## config.mk

```make
export PLATFORM = sky130hd
export DESIGN_NAME = radix_number_to_text_unit
export DESIGN_NICKNAME = d
export VERILOG_FILES = /design/src/hw/rtl/rnt_pkg.sv /design/src/hw/rtl/radix_number_to_text_unit.sv
export SDC_FILE = /design/constraint.sdc
export NUM_CORES = 1
export LEC_CHECK = 0
export BUFFER_PORTS_ARGS = -buffer_cell sky130_fd_sc_hd__buf_2
export CAP_MARGIN = 30
export CELL_PAD_IN_SITES_DETAIL_PLACEMENT = 1
export CELL_PAD_IN_SITES_GLOBAL_PLACEMENT = 1
export CORE_MARGIN = 3
export CORE_UTILIZATION = 45
export CTS_CLUSTER_SIZE = 8
export DETAILED_ROUTE_END_ITERATION = 8
export GPL_ROUTABILITY_DRIVEN = 0
export PLACE_DENSITY = 0.82
export SYNTH_ARGS = -nofsm -noshare
export SYNTH_HDL_FRONTEND = slang
export SYNTH_SLANG_ARGS = --single-unit
```

## constraint.sdc

```tcl
create_clock -name clk -period 3.65 [get_ports clk]
set_clock_uncertainty 0.05 [all_clocks]
set_input_delay 0.5475 -clock clk [delete_from_list [all_inputs] [get_ports clk]]
set_output_delay 0.5475 -clock clk [all_outputs]
set_load 0.01 [all_outputs]
```

## src/hw/rtl/rnt_pkg.sv

```systemverilog
// constants and the digit lookup for the radix number to text unit
// no dependencies; imported by radix_number_to_text_unit and its testbench
package rnt_pkg;

    localparam int EXT_BITS = 64;
    localparam int CHAR_BITS = 7;
    localparam int DIGIT_BITS = 4;
    localparam int BASE_BITS = 5;
    localparam int FLAG_BITS = 2;

    localparam logic [BASE_BITS-1:0] BASE_MIN = 5'd2;
    localparam logic [BASE_BITS-1:0] BASE_MAX = 5'd16;

    localparam logic [CHAR_BITS-1:0] MINUS_CHAR = 7'h2d;
    localparam logic [CHAR_BITS-1:0] ZERO_CHAR = 7'h30;
    localparam logic [CHAR_BITS-1:0] LOWER_A_CHAR = 7'h61;
    localparam logic [CHAR_BITS-1:0] UPPER_A_CHAR = 7'h41;

    localparam int FLAG_UNSIGNED = 0;
    localparam int FLAG_LOWER = 1;

    typedef logic [DIGIT_BITS-1:0] digit_t;
    typedef logic [CHAR_BITS-1:0] char_t;

    function automatic char_t digit_char(input digit_t d, input logic lower);
        char_t c;
        if (d < 4'd10)
        begin
            c = ZERO_CHAR + CHAR_BITS'(d);
        end
        else if (lower)
        begin
            c = LOWER_A_CHAR + CHAR_BITS'(d - 4'd10);
        end
        else
        begin
            c = UPPER_A_CHAR + CHAR_BITS'(d - 4'd10);
        end
        return c;
    endfunction

endpackage

```

## src/hw/rtl/radix_number_to_text_unit.sv

```systemverilog
// radix number to text unit: integer to ascii digits in base 2..16
// depends on rnt_pkg (constants, digit lookup)
//
// usage
//   slave word: s_tdata holds value and base, s_tuser holds the flags
//   (bit0 unsigned, bit1 lowercase letters). a word is taken when s_tvalid
//   and s_tready are both high; s_tready is high only while the unit is idle
//   master words: one ascii character each on m_tdata, most significant
//   first, with a leading '-' for a negative signed value; m_tlast marks the
//   final character of the number
//   each digit comes from a restoring division by the base, one quotient bit
//   per cycle over all VALUE_BITS bits of the quotient; base 2 gives the most
//   digits, up to VALUE_BITS; the '-' is loaded on the last divider cycle,
//   and each digit character goes through the digit memory read port and
//   then the output register
//   the output register holds its word unchanged while m_tready is low
//   reset empties the output register and returns the unit to idle; the
//   digit memory is not cleared, every entry is written before it is read
module radix_number_to_text_unit #(
    parameter int VALUE_BITS = 32
) (
    input  logic        clk,
    input  logic        rst_n,
    input  logic        s_tvalid,
    output logic        s_tready,
    input  logic [39:0] s_tdata,   // value [31:0], base [36:32], zero [39:37]
    input  logic [rnt_pkg::FLAG_BITS-1:0] s_tuser,  // flags [1:0]
    output logic        m_tvalid,
    input  logic        m_tready,
    output logic [7:0]  m_tdata,   // character [6:0], zero [7]
    output logic        m_tlast
);
    import rnt_pkg::*;

    localparam int CW = $clog2(VALUE_BITS + 1);
    localparam int IW = $clog2(VALUE_BITS);

    localparam logic [2:0] ST_IDLE = 3'd0;
    localparam logic [2:0] ST_DIV  = 3'd1;
    localparam logic [2:0] ST_READ = 3'd2;
    localparam logic [2:0] ST_LOAD = 3'd3;
    localparam logic [2:0] ST_WAIT = 3'd4;

    logic [2:0]            state_reg, state_next;
    logic [VALUE_BITS-1:0] quot_reg, quot_next;
    logic [DIGIT_BITS-1:0] rem_reg, rem_next;
    logic                  nz_reg, nz_next;
    logic [IW-1:0]         bit_cnt_reg, bit_cnt_next;
    logic [CW-1:0]         count_reg, count_next;
    logic [BASE_BITS-1:0]  base_reg, base_next;
    logic                  lower_reg, lower_next;
    logic                  neg_reg, neg_next;
    char_t                 char_reg, char_next;
    logic                  last_reg, last_next;
    logic                  valid_reg, valid_next;
    digit_t                rd_data_reg;

    digit_t                digit_mem [VALUE_BITS];

    logic [EXT_BITS-1:0]   value_ext;
    logic [VALUE_BITS-1:0] raw;
    logic                  raw_neg;
    logic [BASE_BITS-1:0]  base_in;
    logic [BASE_BITS-1:0]  rem_shift;
    logic [BASE_BITS-1:0]  rem_sub;
    logic                  ge;
    digit_t                rem_step;
    logic                  nz_step;
    logic                  mem_we;
    logic                  mem_re;
    logic                  in_fire;
    logic                  out_fire;

    assign s_tready = (state_reg == ST_IDLE);
    assign in_fire  = s_tvalid && s_tready;
    assign out_fire = valid_reg && m_tready;
    assign m_tvalid = valid_reg;
    assign m_tdata  = {1'b0, char_reg};
    assign m_tlast  = last_reg;

    assign value_ext = {{(EXT_BITS - 32){s_tdata[31]}}, s_tdata[31:0]};
    assign raw       = value_ext[VALUE_BITS-1:0];
    assign raw_neg   = !s_tuser[FLAG_UNSIGNED] && raw[VALUE_BITS-1];

    always_comb
    begin
        if (s_tdata[36:32] < BASE_MIN)
        begin
            base_in = BASE_MIN;
        end
        else if (s_tdata[36:32] > BASE_MAX)
        begin
            base_in = BASE_MAX;
        end
        else
        begin
            base_in = s_tdata[36:32];
        end
    end

    // one restoring division step
    assign rem_shift = {rem_reg, quot_reg[VALUE_BITS-1]};
    assign ge        = (rem_shift >= base_reg);
    assign rem_sub   = rem_shift - base_reg;
    assign rem_step  = ge ? rem_sub[DIGIT_BITS-1:0] : rem_shift[DIGIT_BITS-1:0];
    assign nz_step   = nz_reg | ge;

    always_comb
    begin
        state_next   = state_reg;
        quot_next    = quot_reg;
        rem_next     = rem_reg;
        nz_next      = nz_reg;
        bit_cnt_next = bit_cnt_reg;
        count_next   = count_reg;
        base_next    = base_reg;
        lower_next   = lower_reg;
        neg_next     = neg_reg;
        char_next    = char_reg;
        last_next    = last_reg;
        valid_next   = valid_reg;
        mem_we       = 1'b0;
        mem_re       = 1'b0;
        unique case (state_reg)
            ST_IDLE:
            begin
                if (in_fire)
                begin
                    quot_next    = raw_neg ? (VALUE_BITS'(0) - raw) : raw;
                    rem_next     = '0;
                    nz_next      = 1'b0;
                    bit_cnt_next = IW'(VALUE_BITS - 1);
                    count_next   = '0;
                    base_next    = base_in;
                    lower_next   = s_tuser[FLAG_LOWER];
                    neg_next     = raw_neg;
                    state_next   = ST_DIV;
                end
            end
            ST_DIV:
            begin
                quot_next = {quot_reg[VALUE_BITS-2:0], ge};
                rem_next  = rem_step;
                nz_next   = nz_step;
                if (bit_cnt_reg == '0)
                begin
                    mem_we       = 1'b1;
                    count_next   = count_reg + 1'b1;
                    rem_next     = '0;
                    nz_next      = 1'b0;
                    bit_cnt_next = IW'(VALUE_BITS - 1);
                    if (!(nz_step && (count_reg < CW'(VALUE_BITS - 1))))
                    begin
                        if (neg_reg)
                        begin
                            char_next  = MINUS_CHAR;
                            last_next  = 1'b0;
                            valid_next = 1'b1;
                            state_next = ST_WAIT;
                        end
                        else
                        begin
                            state_next = ST_READ;
                        end
                    end
                end
                else
                begin
                    bit_cnt_next = bit_cnt_reg - 1'b1;
                end
            end
            ST_READ:
            begin
                mem_re     = 1'b1;
                count_next = count_reg - 1'b1;
                state_next = ST_LOAD;
            end
            ST_LOAD:
            begin
                char_next  = digit_char(rd_data_reg, lower_reg);
                last_next  = (count_reg == '0);
                valid_next = 1'b1;
                state_next = ST_WAIT;
            end
            ST_WAIT:
            begin
                if (out_fire)
                begin
                    valid_next = 1'b0;
                    state_next = last_reg ? ST_IDLE : ST_READ;
                end
            end
            default:
            begin
                state_next = ST_IDLE;
            end
        endcase
    end

    always_ff @(posedge clk or negedge rst_n)
    begin
        if (!rst_n)
        begin
            state_reg   <= ST_IDLE;
            valid_reg   <= 1'b0;
            count_reg   <= '0;
            bit_cnt_reg <= '0;
            quot_reg    <= '0;
        end
        else
        begin
            state_reg   <= state_next;
            valid_reg   <= valid_next;
            count_reg   <= count_next;
            bit_cnt_reg <= bit_cnt_next;
            quot_reg    <= quot_next;
        end
    end

    always_ff @(posedge clk)
    begin
        rem_reg   <= rem_next;
        nz_reg    <= nz_next;
        base_reg  <= base_next;
        lower_reg <= lower_next;
        neg_reg   <= neg_next;
        char_reg  <= char_next;
        last_reg  <= last_next;
    end

    // digit memory, write during division, registered read during output
    always_ff @(posedge clk)
    begin
        if (mem_we)
        begin
            digit_mem[count_reg[IW-1:0]] <= rem_step;
        end
    end

    logic [CW-1:0] rd_count;
    assign rd_count = count_reg - 1'b1;

    always_ff @(posedge clk)
    begin
        if (mem_re)
        begin
            rd_data_reg <= digit_mem[rd_count[IW-1:0]];
        end
    end

    a_ready_idle: assert property (@(posedge clk) disable iff (!rst_n)
        s_tready |-> !m_tvalid)
        else $error("input accepted while a word is pending");

    a_last_empty: assert property (@(posedge clk) disable iff (!rst_n)
        (m_tvalid && m_tlast) |-> (count_reg == '0))
        else $error("last character with digits left");

    a_div_bound: assert property (@(posedge clk) disable iff (!rst_n)
        (state_reg == ST_DIV) |-> (count_reg < CW'(VALUE_BITS)))
        else $error("digit count beyond memory depth");

    a_last_idle: assert property (@(posedge clk) disable iff (!rst_n)
        (m_tvalid && m_tready && m_tlast) |=> s_tready)
        else $error("unit not idle after final character");

    a_minus_first: assert property (@(posedge clk) disable iff (!rst_n)
        (m_tvalid && (m_tdata[6:0] == MINUS_CHAR)) |-> !m_tlast)
        else $error("minus sign marked as last");

endmodule

```

**Yosys cells after proc, flatten, opt, wreduce, memory -nomap -nowiden**

Memory sizes are Yosys's and may differ from the RTL's. A register that Yosys moved wholly into a read port is not among the register bits.
Cells that the tools add are included.

- Bits in registers: 67
- Bits in latches: 0
- Memory bits (writable): 128
- ROM bits: 0
- Input port bits: 46
- Output and inout bits: 11
- Logic and storage cells: 101
- Memories: 1

- Add/sub/neg operators: 9
- $mul: 0
- Div/mod/pow operators: 0
- $lt $le $gt $ge: 5
- Eq/ne operators: 9
- Shift operators: 0
- Muxes and demuxes: 44
- Bitwise operators: 1
- Reduce and logical (&&, ||, !) cells: 19

Memories:

| name | depth | bits a word | read ports | clocked after Yosys merged registers in | wr ports | line | text |
|---|---|---|---|---|---|---|---|
| digit_mem | 32 | 4 | 1 | 1 | 1 | radix_number_to_text_unit.sv:58 | `digit_t digit_mem [VALUE_BITS];` |

Operators by type and width:

| kind | count |
|---|---|
| two-way mux 32 bit | 2 |
| case mux 32 bit (2 select lines) | 1 |
| two-way mux 7 bit | 5 |
| subtractor 1 x 32 -> 32 bit, first input constant | 1 |
| case mux 6 bit (3 select lines) | 1 |
| two-way mux 3 bit | 5 |
| two-way mux 5 bit | 3 |
| case mux 3 bit (5 select lines) | 1 |
| adder 7 bit, first input constant | 2 |
| two-way mux 1 bit | 14 |
| case mux 7 bit (2 select lines) | 1 |
| two-way mux 4 bit | 3 |
| two-way mux 6 bit | 2 |
| case mux 5 bit (2 select lines) | 1 |
| inequality test 2 bit, second input constant | 4 |
| case mux 4 bit (2 select lines) | 1 |
| AND reduction 4 bit | 2 |
| adder 6 x 4 -> 7 bit, first input constant | 1 |
| adder 6 x 1 -> 6 bit, second input constant | 1 |
| equality test 3 x 2 -> 1 bit, second input constant | 2 |
| zero test 6 bit | 1 |
| < comparator 6 x 5 -> 1 bit, second input constant | 1 |
| nonzero test 3 bit | 2 |
| subtractor 6 x 1 -> 6 bit, second input constant | 1 |
| other kinds (23) | 29 |

**Longest topological paths before layout**

- Word-level depth: 6
- Mapped depth: 9
- Mapped depth without buffers: 8

**Worst setup path after synthesis**

No wires, ideal clock.

- Kind: register -> register
- From: reg rem_reg[1]
- To: mem digit_mem[0][0] in the netlist's numbering, data pin
- Setup time: 0.377 ns
- Data arrival time: 2.398 ns
- Required time: 3.223 ns
- Slack: 0.826 ns
- Stages on the path, launching flop included: 8
- Buffers on the path: 1
- Clock period less this slack: 2.824 ns
- Path through: edfxtp_1 > ha_1 > nand2_1 > o21ai_0 > a31o_2 > clkbuf_1 > nor2_1 > a21oi_1

- Longest elaborated chain between the ends: 2

Ends and longest elaborated chain:

| item | line | text |
|---|---|---|
| start: declaration | radix_number_to_text_unit.sv:46 | `logic [DIGIT_BITS-1:0] rem_reg, rem_next;` |
| start signal: assignment | radix_number_to_text_unit.sv:222 | `rem_reg <= rem_next;` |
| >= comparator 5 bit | radix_number_to_text_unit.sv:103 | `assign ge = (rem_shift >= base_reg);` |
| two-way mux 4 bit | radix_number_to_text_unit.sv:105 | `assign rem_step = ge ? rem_sub[DIGIT_BITS-1:0] : rem_shift[DIGIT_BITS-1:0];` |
| via rem_step[0] | radix_number_to_text_unit.sv:67 | `digit_t rem_step;` |
| end: declaration | radix_number_to_text_unit.sv:58 |  |

The timed path passes the listed nets, and every way through them passes these cells.

**Worst setup path in the final report**

- From: reg rem_reg[1]
- To: mem digit_mem[25][1] in the netlist's numbering, data pin

The elaborated chain is that of the path after synthesis.

==> impl_results.md <==
- Outcome: finished, final reports clean
- Fill cells: 2102
- Flop2flop setup slack: 0.69 ns
- Via count: 6360
- Slowest CP cell: a21oi_2
- Post-synthesis sequential area ratio: 60.3%
- Synth top area share: between 40% and 50%
- Later-pin clock latency in the skew report: 0.44 ns
- Cts bufs inserted: 17
- XOR/XNOR Fraction of Synth Area: 2.76%
- CP Class: register to register
- Peak supply drop: 0.331 mV
- RSZ-0062 raised after global routing: no
- Hpwl dp: 15900 um
- Initial Utilization: between 40% and 50%
- Number of global-route vias before repair: 6618
- Cell variety after synth: 64
- Remaining Overflow, GRT: 0
- Crit path max fanout: 18
- Synth async-reset ratio: roughly a quarter
- DIE AREA: 22900 sq um
- Crit-path cells: ha_1 > nand2_1 > o21ai_0 > a31o_2 > nor2_1 > a21oi_2 > buf_4
- Boundary Pins: 57
- Post-synthesis adder-cell area fraction: 2.45%
- Setup crit end kind: register
- WP buf/inv: 1
- Worst endpoint required time: 3.88 ns
- Ys flop type: edfxtp_1
- Syn_area_per_cell: approximately 13 sq um
- Core area: 20500 sq um
- Cell family with most CP delay: compound AO/OA/AOI/OAI gates
- Slew HR: 32.2%
- Max capacitance violation total: 0
- Row count: 52
- Die width: around 150 um
- Max-slew violation count: 0
- Seq cells post-synth: 199
- Post-CTS Resized: 0
- Synthesized area: 9520 sq um
- TritonCTS clock tree: done
- Syn Nets: ~810
- Yosys Warn Count: 0
- Post-CTS setup buffers: 0
- Vias per cell: 5.93
- Final hold violations: 0
- Hold WC Path Type: input port to asynchronous set/reset pin
- Count of final setup violators: 0
- Initial DRC Count: 509
- Largest family of logic cells by synthesized area: simple AND/OR/NAND/NOR gates
- CP Launch Type: register
- Pwr dens: 768 nW/um^2
- Compound-Gate Fraction of Synth Area: 11.3%
- Cells after Synth: 745
- Crit path depth: 7
- Clk buf depth: 2
- Largest stage delay on the critical path: 0.75 ns
- WL final: ~24000 um
- Achievable frequency: 0.338 GHz
- Fin Hold WS: 0.0852 ns
- Reg2reg path depth: 7
- First-pass GRT wire length: 36900 um
- Drt pass-1 iters: 5
- Routed Antenna Nets: 0
- CTS root buf: clkbuf_16
- H-tree depth: 4
- Clock sink count: 199
- Synth area leaders: edfxtp_1 48%, dfrtp_1 12%, mux4_2 7.6%, nor2_1 2.6%, nand2_1 2.5%
- Diode count: 0
- Post-layout min period: 2.96 ns
- Top cells by instance count after synthesis: 152 x edfxtp_1, 66 x nor2_1, 63 x nand2_1, 47 x dfrtp_1, 43 x o21ai_0
- Sum of negative setup slack: 0 ns
- Most numerous cell in the Yosys netlist: edfxtp_1
- Die H: approximately 150 um
- Worst-margin pin slew: about 1 ns
- Fraction of layout cells with a size suffix above 1: between 10% and 20%
- Post-Synth Simple-Gate Area: between 10 and 15%
- Crit path arrival time: about 3.2 ns
- WL/cell: 21.9 um
- Max reg flops: around 130
- Period utilisation layout: 81.0%
- DRC: 0
- Mux cell area share after synthesis: 8.74%
- Clk slew on worst S/H paths: 0.07 ns
- Net count, final: 854
- Post-synth EDFFs: around 150
- Leading area contributor after synthesis: edfxtp_1
- GRT Total Usage: 21.3%
- Antenna violations before repair: 0
- Hold_buf cts: 0
- Pleak: 3.81 nW
- IO buf count: 52
- Area Overhead vs Synth: 12.0%
- Largest net degree at the start of global routing: 47
## cells in the final DEF, fill, tap and decap left out, types with 5 or more instances in the layout
cell	Yosys	routed
a211oi_1	6	6
nor2b_1	8	8
buf_2	10	52
or3_1	9	9
a21oi_1	30	28
xor2_1	13	13
o22ai_1	6	6
a31oi_1	11	11
xnor2_1	17	17
mux4_2	32	32
nand4_1	6	6
nor2_1	66	65
nand2_1	63	63
ha_1	17	17
inv_1	28	28
dfrtp_1	47	46
buf_4	2	14
a211o_1	6	6
nand3_1	14	14
nand2b_1	5	5
o41ai_1	5	5
and3_1	7	7
o21ai_0	43	43
mux2i_1	10	10
a22oi_1	24	24
nor3_1	20	20
clkbuf_16	0	17
edfxtp_1	152	152
## layer usage
layer  track usage [%]  wire length, um  up-vias
met5                 0                0        -
met3              3.23              754       38
met2              37.6            12400      150
li1                  -                -     2930
met4              7.84              539        0
met1              26.6             9820     3242
## worst reg2reg max path: stages, from the launching register on
cell,delay (ns)
edfxtp_1,0.41
ha_1,0.39
nand2_1,0.09
o21ai_0,0.27
a31o_2,0.39
nor2_1,0.11
a21oi_2,0.75
buf_4,0.34
## power by group
part	internal [W]	switching [W]
Combinational	0.00113	0.00183
Sequential	0.00318	0.000180
Clock	0.000975	0.000888
Total	0.00528	0.00290
## final cells by class
class | count | area (sq um) | area share (%)
sequential | 199 | 5740 | 53.9
multi-input combinational | 477 | 3510 | 33.0
clock buffer | 18 | 429 | 4.03
timing repair buffer | 66 | 365 | 3.43
tap | 270 | 338 | 3.17
clock inverter | 14 | 161 | 1.51
inverter | 29 | 109 | 1.02
## final timing paths
kind,startpoint,endpoint
setup / recovery,rem_reg[1]$_SDFFCE_PP0P_,digit_mem[25][1]$_DFFE_PP_
hold / removal,rst_n,state_reg[2]$_DFFE_PN0P_
setup reg to reg,rem_reg[1]$_SDFFCE_PP0P_,digit_mem[25][1]$_DFFE_PP_
hold reg to reg,quot_reg[30]$_DFFE_PN0P_,quot_reg[31]$_DFFE_PN0P_
max in group asynchronous,rst_n,quot_reg[2]$_DFFE_PN0P_
min in group clk,s_tuser[1],lower_reg$_DFFE_PP_
## stage by stage
step | setup WS (ns) | cell area [sq um] | std cells | util (%) | power, W
final | 0.693 | 10700 | 1073 | 52.0 | 0.00818
after global routing | 0.514 | 10700 | 1073 | 52.0 | 0.00863
after CTS | 0.703 | 10700 | 1073 | 52.0 | 0.00823
after detailed placement | 0.735 | 10100 | 1041 | 49.1 | 0.00635
after global placement | 0.898 | 10100 | 1041 | 49.1 | 0.00617
after floorplan | 0.826 | 9520 | 745 | - | 0.00534
## kinds of logic after synthesis
group | Yosys count
AOI/OAI and AO/OA | 164
and+or+nand+nor | 221
xor gates and xnor gates | 30
other | 1
adders and majority gates | 18
buffers and inverters | 69
DFF | 199
muxes | 43
No activity file was read; power rests on OpenSTA's default activity.
